### src/rtl/core/ttp_pkg.sv
// ----------------------------------------------------------------------------
// ttp_pkg: shared types and constants of the task timing profiler
// Event codes, queue entry layout, and the constants for scaling
// raw timestamps to microseconds and milliseconds.
// ----------------------------------------------------------------------------
package ttp_pkg;

  // Number of tasks that are profiled; task indexes at or above it are dropped.
  localparam int TASKS = 8;

  // Field widths fixed by the stream format.
  localparam int TASK_W = 3;
  localparam int TS_W   = 32;
  localparam int US_W   = 26;
  localparam int MS_W   = 16;
  localparam int MIN_W  = 32;
  localparam int NUM_SLOTS = 2 ** TASK_W;

  localparam longint unsigned TS_ALL_ONES = 64'hFFFF_FFFF;
  localparam longint unsigned US_DIV = 64'd80;
  localparam longint unsigned MS_DIV = 64'd80000;

  localparam logic [US_W-1:0] US_LIMIT = US_W'(TS_ALL_ONES / US_DIV);
  localparam logic [MS_W-1:0] MS_LIMIT = MS_W'(TS_ALL_ONES / MS_DIV);

  // ts / 80 = (ts >> 4) / 5 and ts / 80000 = (ts >> 7) / 625. The odd
  // divisors are done by multiplying with a rounded-up reciprocal; the
  // rounding error stays below one quotient step over the full input range.
  localparam int US_SHIFT = 4;
  localparam int MS_SHIFT = 7;
  localparam longint unsigned US_ODD = 64'd5;
  localparam longint unsigned MS_ODD = 64'd625;
  localparam int US_FRAC = 30;
  localparam int MS_FRAC = 34;
  localparam int US_X_W  = TS_W - US_SHIFT;
  localparam int MS_X_W  = TS_W - MS_SHIFT;
  localparam logic [US_X_W-1:0] US_RECIP =
    US_X_W'(((64'd1 << US_FRAC) + US_ODD - 64'd1) / US_ODD);
  localparam logic [MS_X_W-1:0] MS_RECIP =
    MS_X_W'(((64'd1 << MS_FRAC) + MS_ODD - 64'd1) / MS_ODD);

  typedef enum logic {
    OP_START = 1'b0,
    OP_STOP  = 1'b1
  } op_t;

  typedef enum logic {
    KIND_CALL = 1'b0,
    KIND_RUN  = 1'b1
  } kind_t;

  // One classified event as it travels from the front end to the back end.
  typedef struct packed {
    op_t              op;
    logic [TASK_W-1:0] task_id;
    logic [US_W-1:0]   now_us;
    logic [MS_W-1:0]   now_ms;
  } ev_t;

  // Handshake between the queue and its neighbors.
  typedef struct packed {
    logic push;
    logic pop;
  } q_ctl_t;

  typedef struct packed {
    logic can_push;
    logic has_data;
  } q_sts_t;

endpackage

### src/rtl/core/ttp_back.sv
// ----------------------------------------------------------------------------
// ttp_back: statistics update
// Reads the task's entry, measures the elapsed time with the wrap rule,
// folds it into the minimum and maximum, and registers the result.
// ----------------------------------------------------------------------------
module ttp_back import ttp_pkg::*; (
  input  logic              clk,
  input  logic              rst_n,
  input  q_sts_t            q_sts,
  input  ev_t               q_ev,
  output logic              q_pop,
  output logic              out_valid,
  input  logic              out_ready,
  output kind_t             out_kind,
  output logic [TASK_W-1:0] out_task,
  output logic [US_W-1:0]   out_elapsed,
  output logic [MIN_W-1:0]  out_min,
  output logic [US_W-1:0]   out_max
);

  logic [US_W-1:0]  run_start_r  [NUM_SLOTS];
  logic [MIN_W-1:0] run_min_r    [NUM_SLOTS];
  logic [US_W-1:0]  run_max_r    [NUM_SLOTS];
  logic [MS_W-1:0]  call_start_r [NUM_SLOTS];
  logic [MIN_W-1:0] call_min_r   [NUM_SLOTS];
  logic [MS_W-1:0]  call_max_r   [NUM_SLOTS];

  logic              valid_r;
  logic [TASK_W-1:0] t;
  logic              is_stop;
  logic [US_W-1:0]   base;
  logic [US_W-1:0]   now;
  logic [US_W-1:0]   limit;
  logic [US_W:0]     span;
  logic [US_W-1:0]   el;
  logic [MIN_W-1:0]  cur_min;
  logic [US_W-1:0]   cur_max;
  logic [MIN_W-1:0]  new_min;
  logic [US_W-1:0]   new_max;

  assign q_pop     = q_sts.has_data && (!valid_r || out_ready);
  assign out_valid = valid_r;

  always_comb begin
    t       = q_ev.task_id;
    is_stop = (q_ev.op == OP_STOP);
    if (is_stop) begin
      base    = run_start_r[t];
      now     = q_ev.now_us;
      limit   = US_LIMIT;
      cur_min = run_min_r[t];
      cur_max = run_max_r[t];
    end else begin
      base    = US_W'(call_start_r[t]);
      now     = US_W'(q_ev.now_ms);
      limit   = US_W'(MS_LIMIT);
      cur_min = call_min_r[t];
      cur_max = US_W'(call_max_r[t]);
    end
    // A stored start that is not below the new value is taken as a wrap.
    if (base < now) begin
      span = (US_W+1)'(now) - (US_W+1)'(base);
    end else begin
      span = (US_W+1)'(limit) - (US_W+1)'(base) + (US_W+1)'(now);
    end
    el      = is_stop ? span[US_W-1:0] : US_W'(span[MS_W-1:0]);
    new_min = (MIN_W'(el) < cur_min) ? MIN_W'(el) : cur_min;
    new_max = (el > cur_max) ? el : cur_max;
  end

  always_ff @(posedge clk) begin
    if (!rst_n) begin
      valid_r <= 1'b0;
      for (int i = 0; i < NUM_SLOTS; i++) begin
        run_start_r[i]  <= '0;
        run_min_r[i]    <= '1;
        run_max_r[i]    <= '0;
        call_start_r[i] <= '0;
        call_min_r[i]   <= '1;
        call_max_r[i]   <= '0;
      end
    end else if (q_pop) begin
      valid_r <= 1'b1;
      if (is_stop) begin
        run_min_r[t] <= new_min;
        run_max_r[t] <= new_max;
      end else begin
        run_start_r[t]  <= q_ev.now_us;
        call_start_r[t] <= q_ev.now_ms;
        call_min_r[t]   <= new_min;
        call_max_r[t]   <= new_max[MS_W-1:0];
      end
    end else if (out_ready) begin
      valid_r <= 1'b0;
    end
  end

  always_ff @(posedge clk) begin
    if (q_pop) begin
      out_kind    <= is_stop ? KIND_RUN : KIND_CALL;
      out_task    <= t;
      out_elapsed <= el;
      out_min     <= new_min;
      out_max     <= new_max;
    end
  end

endmodule

### config.mk
export PLATFORM = sky130hd
export DESIGN_NAME = ttp_back
export DESIGN_NICKNAME = d
export VERILOG_FILES = /design/src/rtl/core/ttp_pkg.sv /design/src/rtl/core/ttp_back.sv
export SDC_FILE = /design/constraint.sdc
export NUM_CORES = 2
export LEC_CHECK = 0
export BUFFER_PORTS_ARGS = -buffer_cell sky130_fd_sc_hd__buf_2
export CAP_MARGIN = 10
export CORE_MARGIN = 3
export CORE_UTILIZATION = 63
export DETAILED_ROUTE_END_ITERATION = 16
export PLACE_DENSITY = 0.81
export SLEW_MARGIN = 20
export SYNTH_ARGS = -nofsm -noshare
export SYNTH_HDL_FRONTEND = slang
export SYNTH_SLANG_ARGS = --single-unit
### constraint.sdc
create_clock -name clk -period 14 [get_ports clk]
set_clock_uncertainty 0.05 [all_clocks]
set_input_delay 2.8 -clock clk [delete_from_list [all_inputs] [get_ports clk]]
set_output_delay 2.8 -clock clk [all_outputs]
set_load 0.02 [all_outputs]
# Word-level counts from Yosys, hierarchy flattened
# Memories as Yosys holds them, arrays and structs flattened.
# Cells that the tools add are included.
[totals]
ramBits = 1184
romBits = 0
out_inout_bits = 90
inputBits = 51
word_cells = 66
mem_count = 6
latch_bits = 0
regBits = 89
[memory_table]
columns = ["name", "words", "word_bits", "read_ports", "rd_clocked_by_memory_dff", "wr", "line", "rtl"]
rows = [
  ["call_min_r", 8, 32, 1, 0, 8, "ttp_back.sv:25", "logic [MIN_W-1:0] call_min_r [NUM_SLOTS];"],
  ["run_min_r", 8, 32, 1, 0, 8, "ttp_back.sv:22", "logic [MIN_W-1:0] run_min_r [NUM_SLOTS];"],
  ["run_max_r", 8, 26, 1, 0, 8, "ttp_back.sv:23", "logic [US_W-1:0] run_max_r [NUM_SLOTS];"],
  ["run_start_r", 8, 26, 1, 0, 8, "ttp_back.sv:21", "logic [US_W-1:0] run_start_r [NUM_SLOTS];"],
  ["call_max_r", 8, 16, 1, 0, 8, "ttp_back.sv:26", "logic [MS_W-1:0] call_max_r [NUM_SLOTS];"],
  ["call_start_r", 8, 16, 1, 0, 8, "ttp_back.sv:24", "logic [MS_W-1:0] call_start_r [NUM_SLOTS];"],
]
[op_classes]
magnitude_cmp = 3
n_mux = 38
n_bitwise = 0
div = 0
shift = 0
n_addsub = 3
mul = 0
n_eq_ne = 0
n_reduce_logical = 10
[ops]
columns = ["op", "count"]
rows = [
  ["26-bit 2-to-1 mux", 9],
  ["32-bit 2-to-1 mux", 4],
  ["32-bit OR reduction", 2],
  ["26-bit OR reduction", 2],
  ["26-bit subtractor", 2],
  ["26-bit by 32-bit less-than comparator with 1-bit output", 1],
  ["16-bit 2-to-1 mux", 2],
  ["16-bit OR reduction", 2],
  ["26-bit adder", 1],
  ["26-bit > comparator", 1],
  ["26-bit less-than comparator", 1],
  ["3-bit 2-to-1 mux", 6],
  ["1-bit 2-to-1 mux", 17],
  ["2-bit nonzero test", 1],
  ["1-bit logical AND", 1],
  ["1-bit zero test", 1],
  ["1-bit logical OR", 1],
]

# Longest topological paths before layout
# An unclocked memory read counts as a cell.
[logic_depth]
word_depth = 9
mapped_depth = 42
depth_no_buf = 33

# Worst setup path after synthesis
# Ideal clock, no wire load.
[synth_timing]
path_type = "input port to flip-flop"
startpoint = "input port q_ev[42] (netlist bit)"
endpoint = "memory run_max_r[0][21] (data pin)"
required_time_ns = 13.676
path_buffers = 11
path_slack_ns = 3.218
cell_stages = 40
arrival_time_ns = 10.458
setup_ns = 0.274
cell_sequence = "buf_6 buf_4 buf_4 buf_4 nor3_1 buf_2 buf_1 buf_2 buf_1 buf_1 a22oi_1 nand3_1 o21ai_0 ha_1 inv_1 fa_1 inv_1 ha_1 [... 4 more ...] nand2_1 o21ai_0 a21boi_0 o21ai_0 nor4b_1 a2111oi_2 ha_1 a21oi_1 o22ai_1 o21ai_0 a21oi_1 a211oi_1 a31oi_1 buf_2 clkbuf_1 nor2_1 a21oi_1 nor2_1"
[synth_lines]
columns = ["item", "line", "rtl"]
rows = [
  ["from (decl)", "ttp_back.sv:10", "input ev_t q_ev,"],
  ["to (decl)", "ttp_back.sv:23", ""],
]

# Worst setup path after layout
[layout_timing]
startpoint = "input port q_ev[43] (netlist bit)"
endpoint = "register out_max[23] (data pin)"
[layout_between]
elab_chain_len = 8
[layout_lines]
columns = ["item", "line", "rtl"]
rows = [
  ["memory 8 x 16 bit / memory 8 x 26 bit (equally long branches)", "--", ""],
  ["26-bit 2-to-1 mux *", "ttp_back.sv:47", "if (is_stop) begin"],
  ["26-bit subtractor", "ttp_back.sv:64", "span = (US_W+1)'(limit) - (US_W+1)'(base) + (US_W+1)'(now);"],
  ["26-bit adder", "ttp_back.sv:64", ""],
  ["26-bit 2-to-1 mux *", "ttp_back.sv:61", "if (base < now) begin"],
  ["26-bit 2-to-1 mux *", "ttp_back.sv:66", "el = is_stop ? span[US_W-1:0] : US_W'(span[MS_W-1:0]);"],
  ["net el[17]", "ttp_back.sv:35", "logic [US_W-1:0] el;"],
  ["26-bit > comparator *", "ttp_back.sv:68", "new_max = (el > cur_max) ? el : cur_max;"],
  ["26-bit 2-to-1 mux *", "ttp_back.sv:68", ""],
  ["net new_max[23]", "ttp_back.sv:39", "logic [US_W-1:0] new_max;"],
  ["to (signal assigned)", "ttp_back.sv:104", "out_max <= new_max;"],
  ["to (decl)", "ttp_back.sv:18", "output logic [US_W-1:0] out_max"],
]
# Mark *: on every way through the listed nets, which the timed path passes. The rest lies on a longest branch.
# A chain may end at the register's enable or synchronous reset.

==> flow_summary.html <==
<table>
<tr><th>Metric</th><th>Value</th></tr>
<tr><th colspan="2">Finish</th></tr>
<tr><td>Layout overhead on the synthesized area</td><td>10.6%</td></tr>
<tr><td>Area occupied by multi-input gates</td><td>~0.019 sq mm</td></tr>
<tr><td>Combined flip-flop and latch cell area</td><td>between 0.03 and 0.04 sq mm</td></tr>
<tr><td>Fillcell total</td><td>a little over 6000</td></tr>
<tr><td>Proportion of layout cells with a drive suffix above 1</td><td>around 13%</td></tr>
<tr><td>Core utilization of the finished layout</td><td>between 70% and 80%</td></tr>
<tr><td>Post-layout net count</td><td>5059</td></tr>
<tr><th colspan="2">Worst hold path</th></tr>
<tr><td>Worst hold-check path type</td><td>flop to flop</td></tr>
<tr><th colspan="2">Placed design</th></tr>
<tr><td>Number of input and output port buffers inserted</td><td>roughly 140</td></tr>
<tr><td>Dpl hpwl</td><td>around 110000 microns</td></tr>
<tr><td>Placer congestion estimate</td><td>approximately 0.95</td></tr>
<tr><th colspan="2">Global route</th></tr>
<tr><td>Initial antenna violation count</td><td>16</td></tr>
<tr><td>Wire length of the first global-routing pass</td><td>272000 microns</td></tr>
<tr><td>Aggregate global-route resource usage</td><td>a little under two fifths</td></tr>
<tr><td>Via count of the first global-routing pass</td><td>about 42000</td></tr>
<tr><td>Largest net degree at the start of global routing</td><td>82</td></tr>
<tr><td>Overflow left after global routing</td><td>0</td></tr>
<tr><th colspan="2">Clock network</th></tr>
<tr><td>Root buf cell</td><td>clkbuf_16</td></tr>
<tr><td>Depth of the CTS H-tree</td><td>3</td></tr>
<tr><td>Clock slew at reported path FFs</td><td>about 0.060 ns</td></tr>
<tr><td>Hold-fix buffers at CTS</td><td>0</td></tr>
<tr><td>Clock insertion delay at the later pin of the skew report</td><td>around 0.73 ns</td></tr>
<tr><td>CTS tree</td><td>built</td></tr>
<tr><td>Count of buffers added by post-CTS timing repair for setup</td><td>0</td></tr>
<tr><td>Number of buffers created by CTS</td><td>120</td></tr>
<tr><td>Sinks on Clock Net</td><td>between 1000 and 1500</td></tr>
<tr><td>Buffers from clock root to sink, at most</td><td>3</td></tr>
<tr><td>Post_cts resized</td><td>0</td></tr>
<tr><th colspan="2">Detailed routing</th></tr>
<tr><td>Vias per Instance</td><td>~6.8</td></tr>
<tr><td>DRC violation total after the first TritonRoute iteration</td><td>about 7400</td></tr>
<tr><td>Total length of routed wires</td><td>about 190000 microns</td></tr>
<tr><td>Number of nets with antenna violations after detailed routing</td><td>0</td></tr>
<tr><td>Total DRC errors in the routed layout</td><td>0</td></tr>
<tr><td>Total number of vias</td><td>42600</td></tr>
<tr><td>Initial DRT Pass Iterations</td><td>10</td></tr>
<tr><td>Routed length per instance</td><td>around 30 microns</td></tr>
<tr><th colspan="2">Setup path</th></tr>
<tr><td>Crit path largest cell delay</td><td>about 0.73 ns</td></tr>
<tr><td>Startpoint class of the critical path</td><td>input port</td></tr>
<tr><td>Crit end category</td><td>flop</td></tr>
<tr><td>Cell repeated most along the worst path</td><td>buf_4</td></tr>
<tr><td>Worst reg-to-reg setup slack</td><td>5.34 ns</td></tr>
<tr><td>Critical path class</td><td>input port to flop</td></tr>
<tr><td>Largest fanout on the critical path</td><td>29</td></tr>
<tr><td>Req. time, crit path</td><td>14.33 ns</td></tr>
<tr><td>Crit path DAT</td><td>12.08 ns</td></tr>
<tr><td>Cell with the largest stage delay on the worst path</td><td>a31oi_4</td></tr>
<tr><th colspan="2">Logic synthesis</th></tr>
<tr><td>Sequential element share of the synthesized area</td><td>64.8%</td></tr>
<tr><td>Post-synth top area share</td><td>between 60% and 70%</td></tr>
<tr><td>Post-synth EDFFs</td><td>about 1300</td></tr>
<tr><td>Area of the mapped netlist</td><td>between 0.05 and 0.06 sq mm</td></tr>
<tr><td>Distinct cell type count of the synthesized netlist</td><td>84</td></tr>
<tr><td>Synth Instances</td><td>between 4000 and 5000</td></tr>
<tr><td>Flop and latch count out of synthesis</td><td>roughly 1300</td></tr>
<tr><td>Cell types with the highest counts after synthesis</td><td>edfxtp_1 (1272), nand2_1 (627), nor2_1 (503), and2_1 (348), a21oi_1 (232)</td></tr>
<tr><td>Cell taking the most area after synthesis</td><td>edfxtp_1</td></tr>
<tr><td>Top cells by area, synth</td><td>edfxtp_1 (65%), nand2_1 (4.0%), and2_1 (3.7%)</td></tr>
<tr><td>Count leader, synth</td><td>edfxtp_1</td></tr>
<tr><td>Async SR Flop Fraction</td><td>0%</td></tr>
<tr><td>Total of warnings raised by yosys</td><td>0</td></tr>
<tr><td>Average size of a mapped cell</td><td>12.3 sq um</td></tr>
<tr><td>Most used flip-flop cell after synthesis</td><td>edfxtp_1</td></tr>
<tr><th colspan="2">Die</th></tr>
<tr><td>Effective utilization at floorplan</td><td>a little under two thirds</td></tr>
<tr><td>Standard-cell row count</td><td>between 100 and 150</td></tr>
<tr><td>I/O pin cnt</td><td>roughly 140</td></tr>
<tr><td>Die width</td><td>a little over 300 microns</td></tr>
<tr><td>Full die area</td><td>just under 0.1 sq mm</td></tr>
<tr><td>Overall die height</td><td>about 310 microns</td></tr>
<tr><td>Placeable core region</td><td>0.0922 sq mm</td></tr>
<tr><th colspan="2">Timing</th></tr>
<tr><td>Final critical-path share of the clock period</td><td>roughly 84%</td></tr>
<tr><td>Minimum hold slack</td><td>between 0.4 and 0.5 ns</td></tr>
<tr><td>Setup tns final</td><td>0 ns</td></tr>
<tr><td>Pins over their slew limit</td><td>0</td></tr>
<tr><td>Maximum operating frequency</td><td>about 0.085 GHz</td></tr>
<tr><td>RSZ-0062 raised after global routing</td><td>no</td></tr>
<tr><td>Number of setup violations in the final report</td><td>0</td></tr>
<tr><td>Least-Margin Pin Slew</td><td>approximately 1.3 ns</td></tr>
<tr><td>Clock period minus worst slack</td><td>11.75 ns</td></tr>
<tr><td>Worst-case headroom to the max-slew limit</td><td>15.4%</td></tr>
<tr><td>Final number of hold-violating endpoints</td><td>0</td></tr>
<tr><th colspan="2">Power</th></tr>
<tr><td>Sw Ratio</td><td>about 31%</td></tr>
<tr><td>Combinational cell fraction of total power</td><td>between 20% and 30%</td></tr>
<tr><td>Worst IR drop on VDD</td><td>between 0.1 and 0.15 mV</td></tr>
<tr><td>Part of the power in the clock network</td><td>33.5%</td></tr>
<tr><td>Internal power summed over all cells</td><td>just under 7 mW</td></tr>
<tr><td>Leakage component of the power</td><td>23.1 nW</td></tr>
<tr><td>NetSw</td><td>between 3 and 4 mW</td></tr>
<tr><td>Pwr per Cell Area</td><td>152 mW/mm^2</td></tr>
<tr><td>Proportion of power drawn by flip-flops and latches</td><td>between 40 and 50%</td></tr>
<tr><th colspan="2">Run</th></tr>
<tr><td>Max-cap check violation count</td><td>0</td></tr>
<tr><th colspan="2">Status</th></tr>
<tr><td>Outcome</td><td>finished, final reports clean</td></tr>
</table>
## power groups by stage
stage          logic (mW)  registers (mW)  clock network (mW)
2_1_floorplan        1.15            4.61                   0
3_3_place_gp         2.00            4.52                   0
3_5_place_dp         2.04            4.53                   0
4_1_cts              2.05            4.45                3.31
5_1_grt              2.24            4.47                3.46
6_report             2.14            4.45                3.32
## cell usage in the layout (no fill, tap or decap), types with 19 or more instances in the layout
cell and instances:
fa_1 19, mux2i_1 123, clkbuf_16 121, clkinv_1 37, inv_1 223, o21ai_0 139, a22o_1 26, clkinv_2 23
a221oi_1 68, a22oi_1 225, mux2_2 40, nand4_1 23, ha_1 129, nand3_1 80, clkbuf_1 20, and2_1 346
nor2_1 485, buf_4 142, nand2_1 611, mux4_2 25, buf_2 135, edfxtp_1 1272, xnor2_1 28, a21o_1 21
a21oi_1 231
## layout make-up
type / count / share of cell area [%]
antenna: 11 / 0.0422
tap: 1243 / 2.39
sequential: 1273 / 58.6
timing repair buffer: 283 / 2.82
inverter: 249 / 1.43
clock inverter: 78 / 1.22
clock buffer: 145 / 4.85
multi-input combinational: 2933 / 28.6
## through the flow
| step | power, mW | area, sq um | instances | setup slack [ns] |
|---|---|---|---|---|
| finish | 9.92 | 65200 | 6215 | 2.25 |
| global placement | 6.52 | 61200 | 5981 | 2.21 |
| CTS | 9.82 | 65100 | 6204 | 2.78 |
| global route | 10.2 | 65200 | 6210 | 2.11 |
| floorplan | 5.75 | 59000 | 4788 | 3.22 |
| detailed placement | 6.57 | 61200 | 5981 | 2.06 |
## path summary, 6_finish.rpt
kind                                    startpoint          end  cells after the start
worst min register to register           out_valid    out_valid                      2
worst min-delay path                     out_valid    out_valid                      2
worst max register to register  call_start_r[4][8]  out_max[23]                     30
worst max-delay path                      q_ev[43]  out_max[23]                     29
## layer usage
metal | vias to the layer above | share of wire, % | track usage, %
met5 | - | 0.047 | 0
met4 | 12 | 6.5 | 22.1
met3 | 835 | 17 | 11.1
met2 | 4060 | 44 | 57.6
met1 | 20200 | 33 | 50.1
li1 | 17400 | - | -
## logic make-up (layout without fill, tap and decap cells)
| kind of cell | after synthesis | count (layout) | synth area share (%) |
|---|---|---|---|
| and+or+nand+nor | 1668 | 1668 | 12.8 |
| DFF | 1273 | 1273 | 64.8 |
| AOI/OAI and AO/OA | 873 | 873 | 10.2 |
| adders and majority gates | 148 | 148 | 3.38 |
| muxes | 197 | 197 | 4.11 |
| other | 1 | 17 | 0.00636 |
| buffers and inverters | 582 | 755 | 4.07 |
| xor gates and xnor gates | 41 | 41 | 0.609 |
## state kept, by name, indices dropped and copies added, names as in the netlist
register	flops
call_min_r	256
run_min_r	256
run_max_r	208
run_start_r	208
call_max_r	128
call_start_r	128
out_min	32
out_elapsed	26
out_max	26
out_task	3
out_kind	1
out_valid	1
## worst max-delay path: cells and delay by family
family	cells	cell delay (ns)
AO/OA/AOI/OAI	9	2.86
adder cells (fa/ha/maj)	2	1.02
AND/OR/NAND/NOR	12	3.19
buffers and inverters	6	2.16
Power figures use the tool's default switching activity.
