<file path="src/rtl/core/ttp_pkg.sv">
// ----------------------------------------------------------------------------
// ttp_pkg: shared types and constants of the task timing profiler
// Event codes, queue entry layout, and the constants for scaling
// raw timestamps to microseconds and milliseconds.
// ----------------------------------------------------------------------------
package ttp_pkg;

  // Number of tasks that are profiled; task indexes at or above it are dropped.
  localparam int TASKS = 8;

  // Field widths fixed by the stream format.
  localparam int TASK_W = 3;
  localparam int TS_W   = 32;
  localparam int US_W   = 26;
  localparam int MS_W   = 16;
  localparam int MIN_W  = 32;
  localparam int NUM_SLOTS = 2 ** TASK_W;

  localparam longint unsigned TS_ALL_ONES = 64'hFFFF_FFFF;
  localparam longint unsigned US_DIV = 64'd80;
  localparam longint unsigned MS_DIV = 64'd80000;

  localparam logic [US_W-1:0] US_LIMIT = US_W'(TS_ALL_ONES / US_DIV);
  localparam logic [MS_W-1:0] MS_LIMIT = MS_W'(TS_ALL_ONES / MS_DIV);

  // ts / 80 = (ts >> 4) / 5 and ts / 80000 = (ts >> 7) / 625. The odd
  // divisors are done by multiplying with a rounded-up reciprocal; the
  // rounding error stays below one quotient step over the full input range.
  localparam int US_SHIFT = 4;
  localparam int MS_SHIFT = 7;
  localparam longint unsigned US_ODD = 64'd5;
  localparam longint unsigned MS_ODD = 64'd625;
  localparam int US_FRAC = 30;
  localparam int MS_FRAC = 34;
  localparam int US_X_W  = TS_W - US_SHIFT;
  localparam int MS_X_W  = TS_W - MS_SHIFT;
  localparam logic [US_X_W-1:0] US_RECIP =
    US_X_W'(((64'd1 << US_FRAC) + US_ODD - 64'd1) / US_ODD);
  localparam logic [MS_X_W-1:0] MS_RECIP =
    MS_X_W'(((64'd1 << MS_FRAC) + MS_ODD - 64'd1) / MS_ODD);

  typedef enum logic {
    OP_START = 1'b0,
    OP_STOP  = 1'b1
  } op_t;

  typedef enum logic {
    KIND_CALL = 1'b0,
    KIND_RUN  = 1'b1
  } kind_t;

  // One classified event as it travels from the front end to the back end.
  typedef struct packed {
    op_t              op;
    logic [TASK_W-1:0] task_id;
    logic [US_W-1:0]   now_us;
    logic [MS_W-1:0]   now_ms;
  } ev_t;

  // Handshake between the queue and its neighbors.
  typedef struct packed {
    logic push;
    logic pop;
  } q_ctl_t;

  typedef struct packed {
    logic can_push;
    logic has_data;
  } q_sts_t;

endpackage

</file>
<file path="src/rtl/core/ttp_queue.sv">
// ----------------------------------------------------------------------------
// ttp_queue: two-entry event queue
// Decouples the intake from the statistics update so each side can stall.
// ----------------------------------------------------------------------------
module ttp_queue import ttp_pkg::*; (
  input  logic   clk,
  input  logic   rst_n,
  input  q_ctl_t ctl,
  input  ev_t    push_ev,
  output q_sts_t sts,
  output ev_t    head_ev
);

  ev_t        mem_r [2];
  logic       wr_ptr_r;
  logic       rd_ptr_r;
  logic [1:0] count_r;
  logic       do_push;
  logic       do_pop;

  assign sts.can_push = (count_r != 2'd2);
  assign sts.has_data = (count_r != 2'd0);
  assign do_push      = ctl.push && sts.can_push;
  assign do_pop       = ctl.pop && sts.has_data;
  assign head_ev      = mem_r[rd_ptr_r];

  always_ff @(posedge clk) begin
    if (!rst_n) begin
      wr_ptr_r <= 1'b0;
      rd_ptr_r <= 1'b0;
      count_r  <= 2'd0;
    end else begin
      if (do_push) begin
        wr_ptr_r <= !wr_ptr_r;
      end
      if (do_pop) begin
        rd_ptr_r <= !rd_ptr_r;
      end
      count_r <= count_r + 2'(do_push) - 2'(do_pop);
    end
  end

  always_ff @(posedge clk) begin
    if (do_push) begin
      mem_r[wr_ptr_r] <= push_ev;
    end
  end

endmodule

</file>
<file path="config.mk">
export PLATFORM = sky130hd
export DESIGN_NAME = ttp_queue
export DESIGN_NICKNAME = d
export VERILOG_FILES = /design/src/rtl/core/ttp_pkg.sv /design/src/rtl/core/ttp_queue.sv
export SDC_FILE = /design/constraint.sdc
export NUM_CORES = 1
export LEC_CHECK = 0
export BUFFER_PORTS_ARGS = -buffer_cell sky130_fd_sc_hd__buf_2
export CELL_PAD_IN_SITES_DETAIL_PLACEMENT = 0
export CELL_PAD_IN_SITES_GLOBAL_PLACEMENT = 1
export CORE_UTILIZATION = 49
export CTS_BUF_LIST = sky130_fd_sc_hd__clkbuf_8
export DETAILED_ROUTE_END_ITERATION = 7
export GPL_TIMING_DRIVEN = 0
export PLACE_DENSITY_LB_ADDON = 0.25
export SLEW_MARGIN = 10
export SYNTH_ARGS = -nofsm -noshare
export SYNTH_HDL_FRONTEND = slang
export SYNTH_SLANG_ARGS = --single-unit
</file>
<file path="constraint.sdc">
create_clock -name clk -period 3.9 [get_ports clk]
set_input_delay 0.39 -clock clk [delete_from_list [all_inputs] [get_ports clk]]
set_output_delay 0.39 -clock clk [all_outputs]
set_load 0.01 [all_outputs]
</file>
Word-level counts from Yosys, hierarchy flattened
Memories as Yosys holds them, arrays and structs flattened. A register that Yosys moved wholly into a read port is not among the register bits.
Cells that the tools add are included.
{"block": "totals", "ff_bits": 4, "ramBits": 92, "input_bits": 50, "out_inout_bits": 48, "word_cells": 16, "mem_count": 1}
{"memory": "mem_r", "depth": 2, "width": 46, "rd": 1, "rd_ports_with_merged_regs": 1, "wr": 1, "line": "ttp_queue.sv:14", "text": "ev_t mem_r [2];"}
{"block": "op_classes", "add_sub_neg": 2, "eq_ne": 1, "mux": 4, "reduce_logical": 5}
{"cell": "1-bit 2-to-1 mux", "count": 4}
{"cell": "2-bit by 1-bit adder with 2-bit output", "count": 1}
{"cell": "1-bit logical AND", "count": 2}
{"cell": "1-bit zero test", "count": 2}
{"cell": "2-bit != test, second input constant", "count": 1}
{"cell": "2-bit nonzero test", "count": 1}
{"cell": "2-bit by 1-bit subtractor with 2-bit output", "count": 1}

Longest topological paths before layout
Gate-level depths: netlist (run 1).
{"block": "depth", "depth_word": 4, "depth_mapped": 6, "ltp_nobuf": 6}

Worst setup path after synthesis (run 1)
OpenSTA, ideal clock, no wires.
{"block": "synth_timing", "path_kind": "reg2reg", "start": "register count_r[0]", "end": "memory mem_r[0][0] (netlist bit), enable pin", "setup_ns": 0.400, "arrival_time_ns": 1.637, "required_ns": 3.500, "setup_slack_ns": 1.862, "path_stages_with_launch": 4, "path_buffers": 0, "period_less_slack_ns": 2.038, "path_cell_list": "dfxtp_1 > nand2b_1 > nand3b_1 > inv_1"}
{"item": "from (decl)", "line": "ttp_queue.sv:17", "text": "logic [1:0] count_r;"}
{"item": "from (signal assigned)", "line": "ttp_queue.sv:39", "text": "count_r <= count_r + 2'(do_push) - 2'(do_pop);"}
{"item": "to (decl)", "line": "ttp_queue.sv:14"}

Final worst setup path (run 1)
{"block": "layout_timing", "start": "register count_r[0]", "end": "memory mem_r[1][41] (netlist bit), enable pin"}
{"block": "layout_via", "elab_chain_cells": 4}
{"item": "2-bit != test", "line": "ttp_queue.sv:21", "text": "assign sts.can_push = (count_r != 2'd2);"}
{"item": "1-bit logical AND", "line": "ttp_queue.sv:23", "text": "assign do_push = ctl.push && sts.can_push;"}
{"item": "1-bit 2-to-1 mux", "line": "ttp_queue.sv:44", "text": "if (do_push) begin"}
{"item": "1-bit 2-to-1 mux (not written as such)", "line": "ttp_queue.sv:45", "text": "mem_r[wr_ptr_r] <= push_ev;"}
No other way between the ends.

==> results of run 1 <==
[cells in the final DEF (no fill, tap or decap), types with 2 or more instances in the layout]
cell         n
buf_2       97
edfxtp_1    92
mux2_1      46
clkbuf_8     9
dfxtp_1      5
buf_6        4
nor2_1       4
bufinv_16    3
clkinvlp_4   2
[worst max-delay path, stage by stage (launching register included)]
cell,delay (ns)
dfxtp_1,0.44
nand2b_1,0.21
and3_2,0.94
[final cells by class]
class,instances,area (sq um),area share [%]
Sequential cell,97,2860,63.9
Multi-Input combinational cell,69,687,15.3
Timing Repair Buffer,98,505,11.3
Clock buffer,9,124,2.77
Tap cell,96,120,2.68
Clock inverter,7,118,2.63
Buffer,5,52.6,1.17
Inverter,2,7.51,0.168
[sequential cells by signal (all words and copies together), names as in the netlist, named ones only]
register and flops:
count_r 2, rd_ptr_r 1, wr_ptr_r 1, mem_r 92
[report_power, final]
group	switching [uW]	internal (uW)
Combinational	281	245
Clock	334	426
Sequential	30.2	1260
[layer usage]
layer / vias up / routed length (um)
li1: 897 / -
met1: 914 / 2260
met4: 0 / 134
met3: 10 / 308
met5: - / 0
met2: 58 / 3120
[stage by stage]
step	util, %	total power, uW	cell area (sq um)	hold slack, ns	std cells
after floorplan	-	1640	3610	0.472	173
after global placement	60.7	1840	4220	0.486	366
after detailed placement	61.0	1850	4240	0.489	367
after CTS	64.5	2610	4480	0.204	383
after global routing	64.5	2690	4480	0.201	383
final	64.5	2580	4480	0.217	383
[worst max path at each step]
stage / startpoint / endpoint / cells past startpoint
6_report: count_r[0]$_SDFF_PN0_ / mem_r[1][41]$_DFFE_PP_ / 2
5_1_grt: count_r[0]$_SDFF_PN0_ / mem_r[1][30]$_DFFE_PP_ / 2
4_1_cts: count_r[0]$_SDFF_PN0_ / mem_r[1][30]$_DFFE_PP_ / 2
3_5_place_dp: count_r[0]$_SDFF_PN0_ / mem_r[1][23]$_DFFE_PP_ / 2
3_3_place_gp: count_r[0]$_SDFF_PN0_ / mem_r[0][20]$_DFFE_PP_ / 3
2_1_floorplan: count_r[0]$_SDFF_PN0_ / mem_r[0][0]$_DFFE_PP_ / 3
[cells by family after synthesis]
kind of cell / count (synthesis) / synth area share, %
DFF: 97 / 79.3
muxes: 46 / 14.4
and+or+nand+nor: 15 / 2.88
buffers and inverters: 7 / 1.66
AOI/OAI and AO/OA: 6 / 1.21
xor gates and xnor gates: 1 / 0.243
adders and majority gates: 1 / 0.347
==> results by group, run 1 <==
Logic synthesis
  • Synth warn: 0
  • Area fraction of the dominant cell type after synthesis: 76.5%
  • Netlist cell types: 26
  • EDFF count, synth: 92
  • Post-synthesis cell count: 173
  • Mapped Avg Cell Area: 20.9 sq um
  • Flops & latches, synth: 97
  • Most numerous cell in the Yosys netlist: edfxtp_1
  • Ys async rst share: 0%
  • Post-Syn Area: 3610 sq um
  • Top cells by count, synth: 92 x edfxtp_1, 46 x mux2_1, 5 x dfxtp_1, 4 x buf_6, 4 x nor2_1
  • Dominant cells by area after synthesis: edfxtp_1 77%, mux2_1 14%, dfxtp_1 2.8%
  • Yosys top cell by area: edfxtp_1
  • Sequential element share of the synthesized area: 79.3%
  • Net Count, Synth: 224
  • Ys flop type: edfxtp_1

Global routing
  • Initial antenna violation count: 0
  • Total grt overflow: 0
  • First-pass GRT wire length: 8830 um
  • Grt met1 use: 17.8%
  • Vias in the first global route: 1901
  • GRT busiest layer: met2
  • Grt met3 use: 4.15%
  • GRT Util Overall: 16.2%
  • Pin count of the biggest net entering global routing: 47
  • Met2 global-route usage: 28.8%

Critical path
  • Reg2Reg Depth: 2
  • Required time of the critical path: 3.88 ns
  • CP Class: flip-flop to flip-flop
  • Largest fanout on the critical path: 46
  • FF-to-FF setup slack: 1.91 ns
  • Critical R2R Launch: count_r[0]$_SDFF_PN0_
  • Endpoint class of the critical path: flip-flop
  • CP arrival: 1.96 ns
  • Critical path launch point type: flip-flop
  • R2r endpoint: mem_r[1][41]$_DFFE_PP_

Layout
  • # diodes: 0
  • Ratio of cells with drive above 1 in the final layout: 43.2%
  • Layout area overhead: 24.0%
  • FILL cells: 535
  • Nets@finish: 333

Detailed routing
  • Vias per inst: 4.91
  • DRC: 0
  • Final wirelength: 5820 um
  • DR vias: 1879
  • Iteration-0 DRC Markers: 78
  • Antenna-violating nets left: 0
  • Iteration count of the initial detailed-routing pass: 4
  • WL/cell: 15.2 um

Worst hold path
  • Hold_sp: push_ev[11]
  • WHS Endpoint: mem_r[0][11]$_DFFE_PP_
  • Hold Path Depth: 1
  • Worst hold-check path type: input pin to flip-flop

Clocking
  • TritonCTS Sinks: 97
  • Clock latency on the worst-skew pair: 0.35 ns
  • CTS tree: yes
  • # Post-CTS Setup Buffers: 0
  • Clk slew on worst S/H paths: 0.09 ns
  • H-tree depth: 3
  • Maximum buffer depth of the clock tree: 2
  • Hold buffers post-CTS: 0
  • Post-cts sizing count: 0
  • Total clock buffers created by CTS: 9
  • Clk root buf: clkbuf_8

Floorplan
  • Chip Width: 87.8 um
  • Site Rows: 30
  • Core ar.: 6940 sq um
  • Die area: 7710 sq um
  • Overall die height: 87.8 um
  • # IOs: 98
  • Starting Density: 52.0%

Timing
  • Pins Over Slew Limit: 0
  • Setup ws final: 1.91 ns
  • RSZ-0062 raised after global routing: false
  • Maximum clock rate: 503 MHz
  • Period Utilization, post-route: 50.9%
  • Slew margin rel.: 27.4%
  • Fin crit period: 1.99 ns
  • Hold Vio Cnt, Final: 0
  • Slew @ Worst Pin: 1.09 ns
  • Sum of negative setup slack: 0 ns
  • Final setup vio count: 0
  • Clock Skew: 0.00544 ns

Placed design
  • DP Wirelength: 3870 um
  • Setup WS pre-CTS: 1.88 ns
  • PortBufs: 97
  • GP Congestion: 0.714

Power
  • Total power per unit cell area: 576 nW/um^2
  • Max IR drop VDD: 0.408 mV
  • Lkg Pwr: 0.00169 uW

Flow run
  • Max-cap violations: 0

Run status
  • Status: finished clean
Power figures use the tool's default switching activity.
==> inputs of run 2 (changes only) <==
--- a/config.mk
+++ b/config.mk
@@ -8,7 +8,7 @@
 export BUFFER_PORTS_ARGS = -buffer_cell sky130_fd_sc_hd__buf_2
 export CELL_PAD_IN_SITES_DETAIL_PLACEMENT = 0
 export CELL_PAD_IN_SITES_GLOBAL_PLACEMENT = 1
-export CORE_UTILIZATION = 49
+export CORE_UTILIZATION = 41
 export CTS_BUF_LIST = sky130_fd_sc_hd__clkbuf_8
 export DETAILED_ROUTE_END_ITERATION = 7
 export GPL_TIMING_DRIVEN = 0
==> constraint.sdc (replaced) <==
create_clock -name clk -period 1.7 [get_ports clk]
set_input_delay 0.17 -clock clk [delete_from_list [all_inputs] [get_ports clk]]
set_output_delay 0.17 -clock clk [all_outputs]
set_load 0.01 [all_outputs]
==> results by group, run 2 (synthesis gave the netlist of run 1 again) <==
Timing
  • RSZ-0062 raised after global routing: true (was false)
  • Fin crit period: 1.65 ns
  • Period Utilization, post-route: 96.8%
  • Final setup vio count: 0 (unchanged)
  • Slew @ Worst Pin: 0.658 ns (was 1.09 ns)
  • Setup ws final: 0.0544 ns (was 1.91 ns)
  • Clock Skew: 0.00828 ns (was 0.00544 ns)
  • Slew margin rel.: 56.1% (was 27.4%)
  • Pins Over Slew Limit: 0 (unchanged)
  • Maximum clock rate: 608 MHz
  • Sum of negative setup slack: 0 ns (unchanged)
  • Hold Vio Cnt, Final: 0 (unchanged)

Clocking
  • CTS tree: yes (unchanged)
  • Clock latency on the worst-skew pair: 0.34 ns (was 0.35 ns)
  • Clk root buf: clkbuf_8 (unchanged)
  • TritonCTS Sinks: 97 (unchanged)
  • H-tree depth: 3 (unchanged)
  • Clk slew on worst S/H paths: 0.09 ns (about the same)
  • Total clock buffers created by CTS: 9 (unchanged)
  • Maximum buffer depth of the clock tree: 2 (unchanged)

Detailed routing
  • DR vias: 2035 (was 1879)
  • WL/cell: 15.3 um (was 15.2 um)
  • Iteration-0 DRC Markers: 61 (was 78)
  • DRC: 0 (unchanged)
  • Final wirelength: 6600 um (was 5820 um)
  • Vias per inst: 4.73 (was 4.91)
  • Antenna-violating nets left: 0 (unchanged)
  • Iteration count of the initial detailed-routing pass: 4 (unchanged)

Critical path
  • Worst path slowest cell: mux2_1 (was and3_2)
  • Ordered list of cells on the worst path: buf_6, buf_6, mux2_1, buf_2 (was nand2b_1, and3_2)
  • Endpoint class of the critical path: output port (was flip-flop)
  • Critical R2R Launch: count_r[1]$_SDFF_PN0_ (was count_r[0]$_SDFF_PN0_)
  • CP Depth: 4 (was 2)
  • Worst path most repeated cell: buf_6
  • CP arrival: 1.48 ns (was 1.96 ns)
  • Required time of the critical path: 1.53 ns (was 3.88 ns)
  • Largest fanout on the critical path: 10 (was 46)
  • Critical path launch point type: flip-flop (unchanged)
  • CP Class: flip-flop to output port (was flip-flop to flip-flop)
  • Reg2Reg Depth: 6 (was 2)
  • Top delay family on crit path: buffers and inverters (was simple AND/OR/NAND/NOR gates)
  • Buf/Inv on CP: 3 (was 0)
  • Highest cell delay on the worst timing path: 0.34 ns (was 0.94 ns)
  • FF-to-FF setup slack: 0.10 ns (was 1.91 ns)
  • R2r endpoint: count_r[1]$_SDFF_PN0_ (was mem_r[1][41]$_DFFE_PP_)

Layout
  • # diodes: 0 (unchanged)
  • Nets@finish: 372 (was 333)
  • Ratio of cells with drive above 1 in the final layout: 41.8% (was 43.2%)
  • Non-Filler Instances: 430 (was 383)
  • Most flops, register: mem_r (unchanged)
  • Largest register FFs: 92 (unchanged)
  • Layout area overhead: 32.8% (was 24.0%)
  • Leading cell type in the layout, fill and taps excluded: buf_2 (unchanged)
  • Commonest cells after routing, fill and taps aside: 97 x buf_2, 92 x edfxtp_1, 46 x mux2_1 (unchanged)
  • Largest regs: mem_r x92, count_r x2 (unchanged)
  • Post-route cell area: 4790 sq um (was 4480 sq um)
  • FILL cells: 680 (was 535)

Floorplan
  • Core ar.: 8380 sq um (was 6940 sq um)
  • Site Rows: 33 (was 30)
  • # IOs: 98 (unchanged)
  • Chip Width: 95.8 um (was 87.8 um)
  • Die area: 9180 sq um (was 7710 sq um)
  • Starting Density: 43.1% (was 52.0%)
  • Overall die height: 95.8 um (was 87.8 um)

Flow run
  • Max-cap violations: 0 (unchanged)

Worst hold path
  • WHS Endpoint: mem_r[1][20]$_DFFE_PP_ (was mem_r[0][11]$_DFFE_PP_)
  • Worst hold-check path type: input pin to flip-flop (unchanged)
  • Hold Path Depth: 1 (unchanged)
  • Hold_sp: push_ev[20] (was push_ev[11])

Power
  • Total power per unit cell area: 1170 nW/um^2 (was 576 nW/um^2)
  • Clock power share: 22.5% (was 29.4%)
  • Comb pwr share: 24.5% (was 20.4%)
  • Total power: 5620 uW (was 2580 uW)
  • Net Sw Frac: 27.1% (was 25.0%)
  • Lkg Pwr: 0.00182 uW (was 0.00169 uW)
  • Cell-internal power: 4090 uW (was 1930 uW)
  • Max IR drop VDD: 0.547 mV (was 0.408 mV)
  • Sequential Power Share: 52.9% (was 50.1%)
  • Psw: 1520 uW (was 646 uW)

Placed design
  • GP Congestion: 0.689 (was 0.714)
  • Dpl cell area: 4240 sq um (about the same)
  • DP Wirelength: 3790 um (was 3870 um)
  • Placed instance count: 375 (was 367)
  • Setup WS pre-CTS: -0.420 ns (was 1.88 ns)
  • PortBufs: 97 (unchanged)

Global routing
  • First-pass GRT wire length: 9470 um (was 8830 um)
  • GRT Util Overall: 14.3% (was 16.2%)
  • Vias in the first global route: 1949 (was 1901)
  • Total grt overflow: 0 (unchanged)
  • Initial antenna violation count: 0 (unchanged)
  • Pin count of the biggest net entering global routing: 47 (unchanged)

Run status
  • Status: finished clean (unchanged)
[run 2: cell count changes in the layout (fill, tap and decap cells not counted), sizes merged]
cell	before	now
dlygate4sd3	0	29
buf	103	110
clkinvlp	2	6
bufinv	3	0
clkinv	1	2
[run 2: routing by layer]
metal  global-route usage [%]  share of wire, %  vias to the layer above
met3                     3.63               4.8                        6
met2                     24.3                53                       53
met1                     17.2                42                     1004
met5                        0                 0                        -
li1                         -                 -                      972
met4                     6.47              0.62                        0
[run 2: power groups by stage]
stage | Combinational, uW | Sequential, uW | Clock [uW]
floorplan | 770 | 3010 | 0
global placement | 1220 | 3020 | 0
detailed placement | 1230 | 3040 | 0
CTS | 1330 | 2980 | 1310
global route | 1500 | 3000 | 1400
finish | 1380 | 2970 | 1270
[run 2: worst max-delay path by stage]
| stage | from | end | slack, ns |
|---|---|---|---|
| final | flip-flop | head_ev[6] | 0.05 |
| after global routing | flip-flop | head_ev[26] | -0.02 |
| after CTS | count_r[0]$_SDFF_PN0_ | mem_r[0][41]$_DFFE_PP_ | -0.13 |
| after detailed placement | count_r[0]$_SDFF_PN0_ | mem_r[0][20]$_DFFE_PP_ | -0.42 |
| after global placement | count_r[0]$_SDFF_PN0_ | mem_r[0][25]$_DFFE_PP_ | -0.43 |
| after floorplan | count_r[0]$_SDFF_PN0_ | mem_r[0][0]$_DFFE_PP_ | 0.01 |
[run 2: repair_timing]
item | CTS | global route
setup buffers | 2 | 6
resized for setup | 4 | 4
endpoints found under the hold margin | 51 | 2
endpoints found under the setup margin | 132 | 74
hold buffers | 27 | 2
cloned | 1 | 2
[run 2: per-stage QoR]
stage	util (%)	hold WS, ns
2_1_floorplan	-	0.269
3_3_place_gp	50.6	0.358
3_5_place_dp	50.6	0.361
4_1_cts	56.1	0.000312
5_1_grt	57.2	0.000278
6_report	57.2	0.0193
[run 2: area by class of cell]
cell class	count	area [sq um]	area share (%)
clock buffer	9	124	2.58
tap	105	131	2.74
clock inverter	6	36.3	0.757
buffer	5	63.8	1.33
timing repair inverter	3	22.5	0.470
multi-input combinational	69	704	14.7
sequential	97	2870	59.8
timing repair buffer	134	836	17.4
inverter	2	11.3	0.235
[run 2: worst register-to-register path, stage by stage (launching register included)]
cell,delay [ns]
dfxtp_2,0.41
nor2b_1,0.27
o21ba_1,0.17
nor2_1,0.04
ha_1,0.21
nor4_2,0.31
nor3_2,0.07
